`src/rtl/wfc_pkg.sv`:
```
// Types, constants and helper functions of the word frequency counter.
package wfc_pkg;

    localparam int MAX_ENTRIES = 32;
    localparam int MAX_LETTERS = 64;

    localparam int CHAR_W = 8;
    localparam int ENT_W  = 5;
    localparam int POS_W  = 6;
    localparam int LEN_W  = 7;
    localparam int CNT_W  = 16;
    localparam int NUM_W  = 6;
    localparam int KIND_W = 2;
    localparam int STAT_W = 2;

    localparam logic [CHAR_W-1:0] APOSTROPHE = 8'h27;
    localparam logic [CHAR_W-1:0] LOWER_BIT  = 8'h20;

    // Input item kinds.
    localparam logic [KIND_W-1:0] KIND_TEXT = 2'd0;
    localparam logic [KIND_W-1:0] KIND_END  = 2'd1;
    localparam logic [KIND_W-1:0] KIND_READ = 2'd2;

    // Result kinds.
    localparam logic [KIND_W-1:0] RES_WORD    = 2'd0;
    localparam logic [KIND_W-1:0] RES_SUMMARY = 2'd1;
    localparam logic [KIND_W-1:0] RES_READ    = 2'd2;

    // Sentence status codes.
    localparam logic [STAT_W-1:0] ST_OK       = 2'd0;
    localparam logic [STAT_W-1:0] ST_INVALID  = 2'd1;
    localparam logic [STAT_W-1:0] ST_TOO_LONG = 2'd2;
    localparam logic [STAT_W-1:0] ST_FULL     = 2'd3;

    typedef enum logic [1:0] {
        MODE_BETWEEN,
        MODE_LETTERS,
        MODE_DIGITS
    } t_mode;

    typedef enum logic [2:0] {
        S_IDLE,
        S_DECODE,
        S_APP,
        S_CMP,
        S_FIN,
        S_SUM,
        S_RDW,
        S_EMIT
    } t_state;

    // Broadcast control from the sequencer to every cell of the table.
    typedef struct packed {
        logic              match_clr;
        logic              cmp_en;
        logic [CHAR_W-1:0] cmp_char;
        logic [POS_W-1:0]  addr;
        logic [CHAR_W-1:0] wr_data;
        logic [LEN_W-1:0]  new_len;
    } t_cell_ctl;

    function automatic logic is_letter(input logic [CHAR_W-1:0] c);
        is_letter = (c >= 8'h41 && c <= 8'h5A) || (c >= 8'h61 && c <= 8'h7A);
    endfunction

    function automatic logic is_digit(input logic [CHAR_W-1:0] c);
        is_digit = (c >= 8'h30 && c <= 8'h39);
    endfunction

endpackage

```
`src/rtl/wfc_cell.sv`:
```
// One table cell: the text, length and count of one distinct word, plus its match flag.
module wfc_cell (
    input  logic                          i_clk,
    input  logic                          i_rst_n,
    input  wfc_pkg::t_cell_ctl            i_ctl,
    input  logic                          i_wr_sel,
    input  logic                          i_new_sel,
    input  logic                          i_inc_sel,
    output logic                          o_match,
    output logic [wfc_pkg::LEN_W-1:0]     o_len,
    output logic [wfc_pkg::CNT_W-1:0]     o_cnt,
    output logic [wfc_pkg::CHAR_W-1:0]    o_rdata
);
    import wfc_pkg::*;

    logic [CHAR_W-1:0] r_mem [MAX_LETTERS];
    logic [CHAR_W-1:0] r_rdata;
    logic              r_match;
    logic [LEN_W-1:0]  r_len;
    logic [CNT_W-1:0]  r_cnt;

    // Text memory: one write port for the word being scanned, one registered read.
    always_ff @(posedge i_clk) begin
        if (i_wr_sel) begin
            r_mem[i_ctl.addr] <= i_ctl.wr_data;
        end
        r_rdata <= r_mem[i_ctl.addr];
    end

    // The match flag says the stored text starts with every character scanned so far.
    always_ff @(posedge i_clk) begin
        if (!i_rst_n) begin
            r_match <= 1'b1;
        end else if (i_ctl.match_clr) begin
            r_match <= 1'b1;
        end else if (i_ctl.cmp_en) begin
            r_match <= r_match & (r_rdata == i_ctl.cmp_char);
        end
    end

    // Length and saturating count of the entry.
    always_ff @(posedge i_clk) begin
        if (i_new_sel) begin
            r_len <= i_ctl.new_len;
            r_cnt <= CNT_W'(1);
        end else if (i_inc_sel && (r_cnt != {CNT_W{1'b1}})) begin
            r_cnt <= r_cnt + CNT_W'(1);
        end
    end

    assign o_match = r_match;
    assign o_len   = r_len;
    assign o_cnt   = r_cnt;
    assign o_rdata = r_rdata;

endmodule

```
`config.mk`:
```
export PLATFORM = sky130hd
export DESIGN_NAME = wfc_cell
export DESIGN_NICKNAME = d
export VERILOG_FILES = /design/src/rtl/wfc_pkg.sv /design/src/rtl/wfc_cell.sv
export SDC_FILE = /design/constraint.sdc
export NUM_CORES = 1
export LEC_CHECK = 0
export BUFFER_PORTS_ARGS = -buffer_cell sky130_fd_sc_hd__buf_2
export CAP_MARGIN = 20
export CORE_ASPECT_RATIO = 1.25
export CORE_MARGIN = 10
export CORE_UTILIZATION = 35
export DETAILED_ROUTE_END_ITERATION = 12
export PLACE_DENSITY_LB_ADDON = 0.1
export SYNTH_ARGS = -nofsm -noshare
export SYNTH_HDL_FRONTEND = slang
export SYNTH_SLANG_ARGS = --single-unit
```
`constraint.sdc`:
```
create_clock -name i_clk -period 2.6 [get_ports i_clk]
set_clock_uncertainty 0.1 [all_clocks]
set_input_delay 0.13 -clock i_clk [delete_from_list [all_inputs] [get_ports i_clk]]
set_output_delay 0.13 -clock i_clk [all_outputs]
set_load 0.1 [all_outputs]
```
==> impl_table.tex <==
\begin{tabular}{lr}
\hline
Metric & Value \\
\hline
\multicolumn{2}{l}{\textbf{Outcome}} \\
Status & finished clean \\
\multicolumn{2}{l}{\textbf{Yosys}} \\
Simple logic cell fraction of the synthesized area & 0.0543 \\
Compound-gate portion of the synthesized area & 0.0607 \\
Xor and xnor area share after synthesis & 0.00818 \\
Yosys warning count & 0 \\
Multiplexer share of the synthesized area & 0.106 \\
Top flip-flop cell by instance count after synthesis & sky130\_fd\_sc\_hd\_\_edfxtp\_1 \\
Number of nets produced by synthesis & 1,251 \\
Dominant combinational cell family by area after synthesis & multiplexers \\
Distinct cell type count of the synthesized netlist & 63 \\
Average instance area after synthesis & $\sim$18 sq um \\
Register bit total from synthesis & 544 \\
Post-synthesis instance total & 1,214 \\
Synth Cell Area & 0.0214 sq mm \\
Fraction of registers with async set/reset & 0 \\
Area share of fa/ha/maj cells after synthesis & 0.000584 \\
Post-synthesis sequential area ratio & 0.751 \\
Number of synthesized flops with an enable pin & 519 \\
\multicolumn{2}{l}{\textbf{Timing}} \\
Hold Fails Final Rpt & 0 \\
Setup total negative slack & 0 ns \\
Final setup viols & 0 \\
RSZ-0062 raised after global routing & false \\
Final critical-path setup slack & 0.264 ns \\
Ratio of final minimum period to clock period & 0.899 \\
Worst slew margin relative to its limit & 0.399 \\
Final critical delay including setup and external delays & 2.34 ns \\
Max Clk Rate & 428 MHz \\
Worst Hold Margin & 0.00991 ns \\
Pin slew with the least headroom to its limit & between 0.8 and 0.9 ns \\
Number of max-slew violations in the final report & 0 \\
\multicolumn{2}{l}{\textbf{Drt}} \\
Remaining routing DRC violations & 0 \\
Via total after detailed routing & 12,100 \\
Wirelength per Cell & 28.1 microns \\
1st-iter DRT viols & 1,164 \\
First-pass DRT Iterations & 5 \\
Post-route antenna net violation count & 0 \\
Wirelength, routed & 63,400 microns \\
Ratio of routed vias to standard cells & 5.36 \\
\multicolumn{2}{l}{\textbf{Pwr}} \\
Leakage power total & 8.55 nW \\
Peak supply drop & 0.436 mV \\
Power density over the cells & approximately 730 mW/mm\^{}2 \\
\multicolumn{2}{l}{\textbf{Floorplan}} \\
FP Rows & 101 \\
Die outline width & roughly 240 microns \\
Overall die area & 0.0715 sq mm \\
I/O Pins & 68 \\
Effective utilization at floorplan & 0.353 \\
Height of the chip & 297 microns \\
Floorplan core area & 0.0607 sq mm \\
\multicolumn{2}{l}{\textbf{Setup path}} \\
Arrival time of the worst setup path & 2.64 ns \\
Maximum fanout encountered on the critical timing path & 1 \\
Critical Path Sink Type & flop \\
Required time of the critical path & around 2.9 ns \\
Type of the worst setup path & flop to flop \\
Crit start category & flop \\
\multicolumn{2}{l}{\textbf{GRT}} \\
Number of antenna violations at the first check in global routing & 5 \\
Overflow after GRT & 0 \\
Maximum number of pins on one net before global-route repair & 65 \\
First-pass GRT wire length & 91,000 microns \\
Number of global-route vias before repair & around 12,000 \\
Overall Global Routing Usage & 0.178 \\
\multicolumn{2}{l}{\textbf{Clock tree}} \\
Clock sink count & 544 \\
CTS tree & yes \\
Clock slew seen by the registers of the worst setup and hold paths & $\sim$0.06 ns \\
Cts bufs inserted & 55 \\
Root Buffer & sky130\_fd\_sc\_hd\_\_clkbuf\_16 \\
H-tree depth & 2 \\
Number of cells upsized or downsized after cts & 0 \\
Deepest clock path buffer count & 3 \\
Clock latency at the later pin of the worst-skew pair & 0.60 ns \\
\multicolumn{2}{l}{\textbf{Placement}} \\
Last weighted congestion value of the routability-driven placer & roughly 0.85 \\
Worst slack after detailed placement & -0.250 ns \\
Inst Count DP & 2,142 \\
HPWL after DPL & 42,500 microns \\
Count of port buffers added during placement & 67 \\
\multicolumn{2}{l}{\textbf{Cells and area}} \\
Post-layout nets & between 1,000 and 1,500 \\
Area growth, synth to finish & 19.5\% \\
Antenna cell count & 0 \\
Proportion of layout cells with a drive suffix above 1 & 0.271 \\
Finished Layout Cells & 2,255 \\
\multicolumn{2}{l}{\textbf{Job}} \\
Count of maximum capacitance violations & 0 \\
\multicolumn{2}{l}{\textbf{Hold path}} \\
Worst hold-check path type & input port to flop \\
\hline
\end{tabular}
[cells in the mapped netlist, types with 18 or more instances]
cell	count	area (sq um)
sky130_fd_sc_hd__edfxtp_1	519	15600
sky130_fd_sc_hd__buf_2	32	160
sky130_fd_sc_hd__a21oi_1	24	120
sky130_fd_sc_hd__nand2_1	33	124
sky130_fd_sc_hd__mux2i_1	57	571
sky130_fd_sc_hd__a221oi_1	36	315
sky130_fd_sc_hd__clkbuf_1	29	109
sky130_fd_sc_hd__dfxtp_1	25	500
sky130_fd_sc_hd__xnor2_1	18	158
sky130_fd_sc_hd__o21ai_0	18	90.1
sky130_fd_sc_hd__mux2_2	36	405
sky130_fd_sc_hd__a22oi_1	29	218
sky130_fd_sc_hd__nor2_1	101	379
sky130_fd_sc_hd__nand3_1	21	105
sky130_fd_sc_hd__mux4_2	52	1170
[cell families after synthesis]
| logic type | count (synthesis) |
|---|---|
| mux | 152 |
| flops | 544 |
| fa+ha+maj | 1 |
| simple gates | 239 |
| xor+xnor | 20 |
| buf+inv | 80 |
| compound gates | 178 |
[worst max-delay path, stage by stage, from the launching register on]
cell                       delay (ns)
sky130_fd_sc_hd__edfxtp_1        0.37
sky130_fd_sc_hd__mux4_2          0.48
sky130_fd_sc_hd__mux2i_1         0.33
sky130_fd_sc_hd__o22ai_1         0.27
sky130_fd_sc_hd__nor3_1          0.40
sky130_fd_sc_hd__nand4_1         0.19
[placed cells by master, fill, tap and decap left out, types with 16 or more instances in the layout]
master and count:
sky130_fd_sc_hd__mux2i_1 57, sky130_fd_sc_hd__nor2_1 101, sky130_fd_sc_hd__o21ai_0 18, sky130_fd_sc_hd__buf_12 16
sky130_fd_sc_hd__mux2_2 36, sky130_fd_sc_hd__a221oi_1 36, sky130_fd_sc_hd__o22ai_1 17, sky130_fd_sc_hd__a21oi_1 24
sky130_fd_sc_hd__nand2_1 33, sky130_fd_sc_hd__dfxtp_1 19, sky130_fd_sc_hd__buf_4 149, sky130_fd_sc_hd__a22oi_1 29
sky130_fd_sc_hd__nand3_1 21, sky130_fd_sc_hd__xnor2_1 18, sky130_fd_sc_hd__edfxtp_1 519, sky130_fd_sc_hd__nor3_1 16
sky130_fd_sc_hd__clkbuf_1 19, sky130_fd_sc_hd__mux4_2 52, sky130_fd_sc_hd__clkbuf_16 57, sky130_fd_sc_hd__buf_2 64
[final cells by class]
type                       count  area, sq um
fill                        5498        35100
sequential                   544        16100
multi-input combinational    590         4930
timing repair buffer         246         1930
clock buffer                  76         1500
tap                          772          966
clock inverter                22          153
inverter                       5         18.8
[report_power, final]
| group | total (W) | internal (W) | switching, W |
|---|---|---|---|
| logic | 0.00142 | 0.000449 | 0.000972 |
| registers | 0.00973 | 0.00968 | 0.0000436 |
| clock network | 0.00746 | 0.00419 | 0.00327 |
| total | 0.0186 | 0.0143 | 0.00428 |
[path summary, 6_finish.rpt]
path           startpoint          end  slack, ns  cells past startpoint
max          r_mem[23][3]   o_rdata[3]       0.26                      5
min             i_ctl[12]  r_mem[9][5]       0.01                      1
max reg2reg  r_mem[23][3]   o_rdata[3]       0.26                      5
min reg2reg      o_cnt[0]     o_cnt[0]       0.43                      2
[per-stage QoR]
stage          utilization  cell area (sq um)  total power (W)
6_report             0.422              25600           0.0186
5_1_grt              0.422              25600           0.0192
4_1_cts              0.422              25600           0.0188
3_5_place_dp         0.392              23800           0.0113
3_3_place_gp         0.392              23800           0.0113
2_1_floorplan            -              21400           0.0107
[what timing repair did]
item | in CTS | in global routing
endpoints found under the hold margin | 159 | 0
setup buffers | 0 | 0
hold buffers | 15 | 0
[per-layer routing]
layer | part of all wire | wire length [microns] | global-route usage
met1 | 0.42 | 26400 | 0.224
met2 | 0.49 | 31000 | 0.297
met3 | 0.056 | 3560 | 0.0363
met4 | 0.037 | 2340 | 0.0686
met5 | 0.00085 | 54 | 0
[sequential cells by signal (all words and copies together) (netlist names)]
register,count
o_cnt,16
o_match,1
o_rdata,8
o_len,7
r_mem,512
No activity file was read; power rests on OpenSTA's default activity.
